--- config.mk ---
export PLATFORM = sky130hd
export DESIGN_NAME = ordered_deque_with_value_delete
export DESIGN_NICKNAME = d
export VERILOG_FILES = /design/src/odq_pkg.sv /design/src/odq_ctrl.sv /design/src/odq_dpath.sv /design/src/ordered_deque_with_value_delete.sv
export SDC_FILE = /design/constraint.sdc
export NUM_CORES = 1
export LEC_CHECK = 0
export BUFFER_PORTS_ARGS = -buffer_cell sky130_fd_sc_hd__clkbuf_2
export CORE_UTILIZATION = 45
export DETAILED_ROUTE_END_ITERATION = 8
export HOLD_SLACK_MARGIN = 0.02
export PLACE_DENSITY = 0.66
export SLEW_MARGIN = 20
export SYNTH_ARGS = -nofsm -noshare
export SYNTH_HDL_FRONTEND = slang
export SYNTH_HIERARCHICAL = 1
export SYNTH_SLANG_ARGS = --single-unit
--- constraint.sdc ---
create_clock -name clk_i -period 14.3 [get_ports clk_i]
set_input_delay 2.86 -clock clk_i [delete_from_list [all_inputs] [get_ports clk_i]]
set_output_delay 2.86 -clock clk_i [all_outputs]
set_load 0.1 [all_outputs]
--- src/odq_pkg.sv ---
// ---------------------------------------------------------------------------
// odq_pkg - shared types for the ordered deque
// Action and status codes, beat payloads and controller/datapath links.
// ---------------------------------------------------------------------------
`default_nettype none

package odq_pkg;

  localparam int DEPTH_DEF = 16;
  localparam int ValW      = 32;
  localparam int CountW    = 5;

  typedef enum logic [1:0] {
    ACT_FRONT  = 2'd0,
    ACT_REAR   = 2'd1,
    ACT_DELETE = 2'd2,
    ACT_CLEAR  = 2'd3
  } action_e;

  typedef enum logic [1:0] {
    ST_DONE      = 2'd0,
    ST_FULL      = 2'd1,
    ST_NOT_FOUND = 2'd2
  } status_e;

  typedef struct packed {
    action_e                  action;
    logic signed [ValW-1:0]   value;
  } in_t;

  typedef struct packed {
    status_e                  status;
    logic [CountW-1:0]        count;
  } out_t;

  typedef enum logic [1:0] {
    S_IDLE,
    S_SCAN,
    S_RESULT
  } state_e;

  // controller -> datapath
  typedef struct packed {
    logic accept;
    logic scan;
    logic out_load;
  } ctrl_cmd_t;

  // datapath -> controller
  typedef struct packed {
    logic need_scan;
    logic scan_last;
  } dp_stat_t;

endpackage

`default_nettype wire

--- src/odq_ctrl.sv ---
// ---------------------------------------------------------------------------
// odq_ctrl - sequencing controller
// Accepts one beat at a time, steps the delete sweep, owns output valid.
// ---------------------------------------------------------------------------
`default_nettype none

module odq_ctrl (
  input  wire logic             clk_i,
  input  wire logic             rst_ni,
  input  wire logic             in_valid_i,
  output logic                  in_ready_o,
  output logic                  out_valid_o,
  input  wire logic             out_ready_i,
  input  wire odq_pkg::dp_stat_t stat_i,
  output odq_pkg::ctrl_cmd_t    cmd_o
);
  import odq_pkg::*;

  state_e state_q, state_d;
  logic   out_valid_q, out_valid_d;
  logic   accept;
  logic   out_load;

  always_comb begin
    state_d = state_q;
    unique case (state_q)
      S_IDLE: begin
        if (accept) begin
          state_d = stat_i.need_scan ? S_SCAN : S_RESULT;
        end
      end
      S_SCAN: begin
        if (stat_i.scan_last) begin
          state_d = S_RESULT;
        end
      end
      S_RESULT: begin
        if (out_load) begin
          state_d = S_IDLE;
        end
      end
      default: state_d = S_IDLE;
    endcase
  end

  always_comb begin
    in_ready_o = (state_q == S_IDLE);
    accept     = in_valid_i && in_ready_o;
    out_load   = (state_q == S_RESULT) && (!out_valid_q || out_ready_i);
    out_valid_d = out_valid_q;
    if (out_load) begin
      out_valid_d = 1'b1;
    end else if (out_ready_i) begin
      out_valid_d = 1'b0;
    end
    cmd_o.accept   = accept;
    cmd_o.scan     = (state_q == S_SCAN);
    cmd_o.out_load = out_load;
    out_valid_o    = out_valid_q;
  end

  always_ff @(posedge clk_i or negedge rst_ni) begin
    if (!rst_ni) begin
      state_q     <= S_IDLE;
      out_valid_q <= 1'b0;
    end else begin
      state_q     <= state_d;
      out_valid_q <= out_valid_d;
    end
  end

endmodule

`default_nettype wire

--- src/odq_dpath.sv ---
// ---------------------------------------------------------------------------
// odq_dpath - entry cells, fill count and result registers
// Cells shift as a chain; delete rotates the list through the head cell.
// ---------------------------------------------------------------------------
`default_nettype none

module odq_dpath #(
  parameter int DEPTH = odq_pkg::DEPTH_DEF
) (
  input  wire logic              clk_i,
  input  wire logic              rst_ni,
  input  wire odq_pkg::in_t      in_i,
  input  wire odq_pkg::ctrl_cmd_t cmd_i,
  output odq_pkg::dp_stat_t      stat_o,
  output odq_pkg::out_t          out_o
);
  import odq_pkg::*;

  localparam int CW = $clog2(DEPTH + 1);

  logic [ValW-1:0] cell_q [DEPTH];
  logic [ValW-1:0] cell_d [DEPTH];
  logic [CW-1:0]   count_q, count_d;
  logic [CW-1:0]   step_q, step_d;
  logic            found_q, found_d;
  logic [ValW-1:0] key_q, key_d;
  out_t            res_q, res_d;
  out_t            out_q;
  logic            full;
  logic            hit;
  logic            res_load;
  logic [CW-1:0]   tail;

  assign full = (count_q == CW'(DEPTH));
  assign hit  = (cell_q[0] == key_q) && !found_q;
  assign tail = count_q - CW'(1);

  assign stat_o.need_scan = (in_i.action == ACT_DELETE) && (count_q != '0);
  assign stat_o.scan_last = (step_q == CW'(1));

  always_comb begin
    cell_d   = cell_q;
    count_d  = count_q;
    step_d   = step_q;
    found_d  = found_q;
    key_d    = key_q;
    res_d    = res_q;
    res_load = 1'b0;
    if (cmd_i.accept) begin
      res_load = 1'b1;
      res_d.status = ST_DONE;
      unique case (in_i.action)
        ACT_FRONT: begin
          if (full) begin
            res_d.status = ST_FULL;
          end else begin
            for (int i = 1; i < DEPTH; i++) begin
              cell_d[i] = cell_q[i-1];
            end
            cell_d[0] = in_i.value;
            count_d   = count_q + CW'(1);
          end
        end
        ACT_REAR: begin
          if (full) begin
            res_d.status = ST_FULL;
          end else begin
            for (int i = 0; i < DEPTH; i++) begin
              if (CW'(i) == count_q) begin
                cell_d[i] = in_i.value;
              end
            end
            count_d = count_q + CW'(1);
          end
        end
        ACT_DELETE: begin
          key_d   = in_i.value;
          step_d  = count_q;
          found_d = 1'b0;
          if (count_q == '0) begin
            res_d.status = ST_NOT_FOUND;
          end else begin
            res_load = 1'b0;
          end
        end
        ACT_CLEAR: begin
          count_d = '0;
        end
        default: ;
      endcase
      res_d.count = CountW'(count_d);
    end else if (cmd_i.scan) begin
      // one rotation step: head leaves, and returns at the tail unless it is
      // the first match
      for (int i = 0; i < DEPTH - 1; i++) begin
        cell_d[i] = cell_q[i+1];
      end
      if (!hit) begin
        for (int i = 0; i < DEPTH; i++) begin
          if (CW'(i) == tail) begin
            cell_d[i] = cell_q[0];
          end
        end
      end
      count_d = hit ? tail : count_q;
      found_d = found_q || hit;
      step_d  = step_q - CW'(1);
      if (stat_o.scan_last) begin
        res_load     = 1'b1;
        res_d.status = (found_q || hit) ? ST_DONE : ST_NOT_FOUND;
        res_d.count  = CountW'(count_d);
      end
    end
  end

  always_ff @(posedge clk_i) begin
    for (int i = 0; i < DEPTH; i++) begin
      cell_q[i] <= cell_d[i];
    end
    key_q <= key_d;
    step_q <= step_d;
    found_q <= found_d;
    if (res_load) begin
      res_q <= res_d;
    end
    if (cmd_i.out_load) begin
      out_q <= res_q;
    end
  end

  always_ff @(posedge clk_i or negedge rst_ni) begin
    if (!rst_ni) begin
      count_q <= '0;
    end else begin
      count_q <= count_d;
    end
  end

  assign out_o = out_q;

endmodule

`default_nettype wire

--- src/ordered_deque_with_value_delete.sv ---
// ---------------------------------------------------------------------------
// ordered_deque_with_value_delete - ordered list with front/rear insert,
// delete-first-match and clear
// Top level: joins the sequencing controller to the entry datapath.
// ---------------------------------------------------------------------------
// Holds up to DEPTH 32-bit values in order, entry 0 at the front. Each input
// beat carries one action and returns one output beat with a status (done,
// full, not found) and the entry count after the action; the count field is
// the low five bits of that count. One beat is worked on at a time. Insert
// front, insert rear and clear, and a delete on an empty list, load the
// result register on acceptance; the result then moves on to the output
// register once that is free, and only then is the next beat taken. A delete
// on a non-empty list first rotates the list through the head cell once, one
// entry per cycle, comparing the head against the key and dropping the first
// match, so the cost follows the length of the list. The output register is
// separate from the result register, so a new beat is taken while the
// previous result still waits downstream; a stalled output only holds the
// engine once a further result is ready. Entry storage has no reset; only
// the fill count is cleared.
// ---------------------------------------------------------------------------
`default_nettype none

module ordered_deque_with_value_delete #(
  parameter int DEPTH = odq_pkg::DEPTH_DEF
) (
  input  wire logic          clk_i,
  input  wire logic          rst_ni,
  // input beats
  input  wire logic          in_valid_i,
  output logic               in_ready_o,
  input  wire odq_pkg::in_t  in_i,
  // output beats
  output logic               out_valid_o,
  input  wire logic          out_ready_i,
  output odq_pkg::out_t      out_o
);
  import odq_pkg::*;

  ctrl_cmd_t cmd;
  dp_stat_t  stat;

  // controller: beat acceptance, sweep sequencing, output valid
  odq_ctrl u_ctrl (
    .clk_i       (clk_i),
    .rst_ni      (rst_ni),
    .in_valid_i  (in_valid_i),
    .in_ready_o  (in_ready_o),
    .out_valid_o (out_valid_o),
    .out_ready_i (out_ready_i),
    .stat_i      (stat),
    .cmd_o       (cmd)
  );

  // datapath: cell chain, count, key, result and output registers
  odq_dpath #(
    .DEPTH (DEPTH)
  ) u_dpath (
    .clk_i  (clk_i),
    .rst_ni (rst_ni),
    .in_i   (in_i),
    .cmd_i  (cmd),
    .stat_o (stat),
    .out_o  (out_o)
  );

endmodule

`default_nettype wire

== After elaboration in Yosys (flattened, before gate mapping) ==
Cells that the tools add are included.

* Add/sub/neg operators: 3
* $mul: 0
* Div/mod/pow operators: 0
* Magnitude comparators: 0
* Equal/unequal tests: 63
* Shifts and indexed selects: 0
* Multiplexer cells: 68
* Bitwise operators: 0
* Reductions and logical operators: 38

{| class="wikitable"
|+ Operators by type and width
! operator !! number
|-
| two-way mux 512 bit || 5
|-
| two-way mux 32 bit || 32
|-
| case mux 512 bit (2 select lines) || 1
|-
| equality test 4 x 5 -> 1 bit (first input constant) || 16
|-
| AND reduction 5 bit || 14
|-
| inequality test 3 x 2 -> 1 bit (second input constant) || 17
|-
| equality test 3 x 5 -> 1 bit (first input constant) || 8
|-
| two-way mux 5 bit || 7
|-
| equality test 32 bit || 1
|-
| two-way mux 7 bit || 3
|-
| equality test 2 x 5 -> 1 bit (first input constant) || 4
|-
| two-way mux 2 bit || 6
|-
| two-way mux 1 bit || 11
|-
| equality test 1 x 5 -> 1 bit (first input constant) || 2
|-
| logical NOT 5 bit || 2
|-
| case mux 5 bit (2 select lines) || 1
|-
| subtractor 5 x 1 -> 5 bit (second input constant) || 2
|-
| inequality test 2 x 1 -> 1 bit (second input constant) || 4
|-
| nonzero test 2 bit || 4
|-
| AND reduction 7 bit || 1
|-
| equality test 2 bit (second input constant) || 3
|-
| inequality test 3 bit (second input constant) || 2
|-
| case mux 2 bit (3 select lines) || 1
|-
| AND reduction 3 bit || 2
|-
| other kinds (15) || 23
|}

* Register bits after elaboration: 572
* Bits in latches: 0
* Memory bits (writable): 0
* Memory bits (read-only): 0
* Input port bits: 38
* Output and inout bits: 9
* Word-level logic and storage cells: 198
* Memories: 0

== Longest topological paths before layout ==
* Word-level depth: 7
* Depth in mapped cells: 11
* Depth with buffers taken out: 8

== By module ==
Netlist, hierarchy kept.

{| class="wikitable"
|+ By module, submodules not included
! module !! times used !! cells an instance !! area an instance (sq um) !! seq. area each (sq um)
|-
| odq_dpath || 1 || 2833 || 30636.9 || 17061.4
|-
| odq_ctrl || 1 || 18 || 178.9 || 75.1
|}

== Least setup slack after synthesis ==
Ideal clock, no wire load.

* Kind: input-to-reg
* Start point: in in_valid_i
* End point: reg u_dpath/cell_q[0] in the netlist's numbering (enable)
* Setup time: 461 ps
* Data arrival time: 6555 ps
* Data required time: 13839 ps
* Path slack: 7283 ps
* Stages on the path: 8
* Path buffers: 5
* Cell sequence: and2_1 buf_4 clkbuf_1 clkbuf_1 clkbuf_1 buf_1 a21oi_1 nor3_1

{| class="wikitable"
|+ RTL lines
! what !! line !! RTL
|-
| from (decl) || ordered_deque_with_value_delete.sv:29 || <nowiki>input wire logic in_valid_i,</nowiki>
|-
| to (signal, indexed assignment) || odq_dpath.sv:118 || <nowiki>cell_q[i] <= cell_d[i];</nowiki>
|-
| to (decl) || odq_dpath.sv:21 || <nowiki>logic [ValW-1:0] cell_q [DEPTH];</nowiki>
|}

==> impl_metrics.yaml <==
timing:
  clock_skew_ns: 0.0207
  post-route-period-util: 0.482
  fin_tns_setup_ns: 0
  slew_headroom: 0.225
  finalWorstSetupSlack_ns: 7.41
  drv_slew: 0
  rsz0062_at_grt: "false"
  setup_viol: 0
  fmax_mhz: 145
  hold_ws_ns: 0.413
  fin_crit_ns: 6.89
  hold_viol: 0
  worst_pin_slew_ns: 1.16
route:
  vias: 23700
  routed_via_density: 6.59
  final_antenna_net_count: 0
  drc: 0
  drt_iter0_drc: 2326
  drt_first_pass_iters: 6
  routed_wl_um: 92700
  wl_per_cell_um: 25.7
logic_synthesis:
  synth_most_common_cell: "edfxtp_1"
  synthCells: 2851
  synth_edf_count: 564
  synth-seq-cells: 572
  ys_types: 57
  avgSynthCellArea_um2: 10.8
  synth_top_cells_by_count: "edfxtp_1, a21oi_1, clkbuf_1, nand3_1, inv_1"
  synthFlopType: "edfxtp_1"
  yosys.area.top_type: "edfxtp_1"
  synth_area_leaders: "edfxtp_1, a21oi_1, mux2i_1, o311ai_1, nand3_1"
  yosys.area.top_type_share: 0.550
  netlist_area_mm2: 0.0308
  synth_seq_area_share: 0.556
  yosys_warnings: 6
  synth_nets: 2898
  ys_async_sr_fraction: 0.0140
place:
  portBuffers: 46
  dp_hpwl_um: 54900
  placed_cell_area_mm2: 0.0316
  dp.cells: 3490
  dp_slack_ns: 6.86
  gp_congestion: 0.853
critical_path:
  critPathMaxFanout: 103
  arrival_ns: 7.26
  critical_path.max_stage_delay_ns: 0.93
  critical_path_class: "primary input to register"
  critPathTopFamily: "buffers and inverters"
  cp_cell_sequence: "clkbuf_2, and2_4, buf_4, buf_4, buf_4, buf_4, nor2b_1, nand3_1, o311ai_1"
  critPathCaptureType: "register"
  crit_slowest_cell: "buf_4"
  cp.required_ns: 14.67
  path_buf_inv: 5
  startpoint_type: "primary input"
  cpMostUsedCell: "buf_4"
grt:
  grt_pass1_vias: 24100
  grt_max_degree: 207
  grt-ovfl-total: 0
  grt_first_pass_wirelength_um: 142000
  antenna_found_initial: 0
  track_usage: 0.260
floorplan:
  row_count: 95
  die_h_um: 264
  start_util: 0.456
  core_area_mm2: 0.0675
  dieArea_mm2: 0.0695
  io_pins: 47
  die_w_um: 264
cts:
  cts.sinks: 572
  cts_tree: "done"
  ctsResizeCount: 0
  cts_setup_buffers: 0
  cts_buffer_depth: 3
  clkLatencyLatePin_ns: 0.65
  cts_hold_buffers: 0
  root_buffer: "clkbuf_16"
  cts_buffers: 60
  cts_max_level: 2
  cts.clk_slew.worst_paths_ns: 0.07
pwr:
  p_leak_nw: 10.8
  p_total_mw: 7.51
  powerDensity_mw_per_mm2: 224
  vdd_drop_max_mv: 0.145
layout:
  post_route_cells_drive_above_1_share: 0.104
  finish.instance_area_mm2: 0.0335
  finish.utilization: 0.497
  nets: 2726
  diodes: 0
  areaGrowthSynthToFinish_pct: 8.81
  finalNonFillerCells: 3602
hold_path:
  min-delay-path-class: "register to register"
job:
  drv_cap: 0
run_status:
  status: "complete, no violations"
worst paths after layout:
kind / startpoint / to / cells past startpoint / slack, ns
worst max register to register: u_ctrl/state_q[0] / u_dpath/cell_q[73] / 9 / 9.12
worst min register to register: u_dpath/res_q[0] / u_dpath/out_o[0] / 0 / 0.41
max in group asynchronous: rst_ni / u_ctrl/state_q[1] / 1 / 12.03
worst max-delay path: in_valid_i / u_dpath/cell_q[73] / 9 / 7.41
min in group asynchronous: rst_ni / u_dpath/count_q[4] / 1 / 2.07
worst min-delay path: u_dpath/res_q[0] / u_dpath/out_o[0] / 0 / 0.41
flip-flops by register name, indices dropped and copies added (netlist names):
name	cells
u_dpath/cell_q	512
u_dpath/key_q	32
u_dpath/out_o	7
u_dpath/res_q	7
u_dpath/count_q	5
u_dpath/step_q	5
u_ctrl/state_q	2
u_ctrl/out_valid_o	1
u_dpath/found_q	1
layout by cell type, fill, tap and decap left out, drive strengths merged, types with 2 or more instances in the layout:
| master | count |
|---|---|
| nand3 | 237 |
| nand3b | 3 |
| a22o | 2 |
| ha | 9 |
| and2 | 14 |
| a311oi | 2 |
| mux2 | 34 |
| clkinvlp | 5 |
| a221o | 32 |
| and3 | 35 |
| edfxtp | 564 |
| clkinv | 20 |
| nor2b | 42 |
| xnor2 | 35 |
| a31oi | 8 |
| nand4 | 10 |
| nor2 | 17 |
| o21ai | 229 |
| nand2b | 3 |
| xor2 | 4 |
| dfrtp | 8 |
| mux2i | 227 |
| nor4 | 3 |
| bufinv | 5 |
| clkbuf | 126 |
| buf | 73 |
| o311ai | 225 |
| a21oi | 468 |
| inv | 236 |
| nor3 | 5 |
| o31ai | 3 |
| nand2 | 26 |
final cells by class:
| type | count | area, um2 |
|---|---|---|
| Sequential cell | 572 | 17100 |
| Tap cell | 873 | 1090 |
| Multi-Input combinational cell | 1692 | 11600 |
| Inverter | 234 | 878 |
| Clock inverter | 32 | 320 |
| Timing Repair Buffer | 119 | 891 |
| Fill cell | 5922 | 34000 |
| Clock buffer | 80 | 1590 |
logic make-up (layout without fill, tap and decap cells):
group | Yosys count | after routing | share of synthesized area
and+or+nand+nor | 400 | 400 | 0.0693
muxes | 261 | 261 | 0.0862
AOI/OAI and AO/OA | 983 | 983 | 0.197
adders and majority gates | 9 | 9 | 0.00365
xor gates and xnor gates | 39 | 39 | 0.0111
DFF | 572 | 572 | 0.556
buffers and inverters | 587 | 465 | 0.0771
worst reg2reg max path: stages (launching register included):
cell      delay, ns
dfrtp_1        0.43
nor2_1         0.17
and2_4         0.45
buf_4          0.62
buf_4          0.96
buf_4          0.86
buf_4          0.77
nor2b_1        0.35
nand3_1        0.18
o311ai_1       0.12
metal layers:
| layer | GRT usage | wire (um) |
|---|---|---|
| met2 | 0.444 | 45700 |
| met5 | 0 | 0 |
| met3 | 0.0363 | 6970 |
| met1 | 0.329 | 36100 |
| met4 | 0.116 | 3900 |
power breakdown:
group	internal, mW	switching (mW)	total [mW]
Clock	0.871	0.683	1.55
Combinational	0.868	1.94	2.81
Sequential	2.79	0.353	3.14
Note: power is estimated with default switching activity, not from simulation.
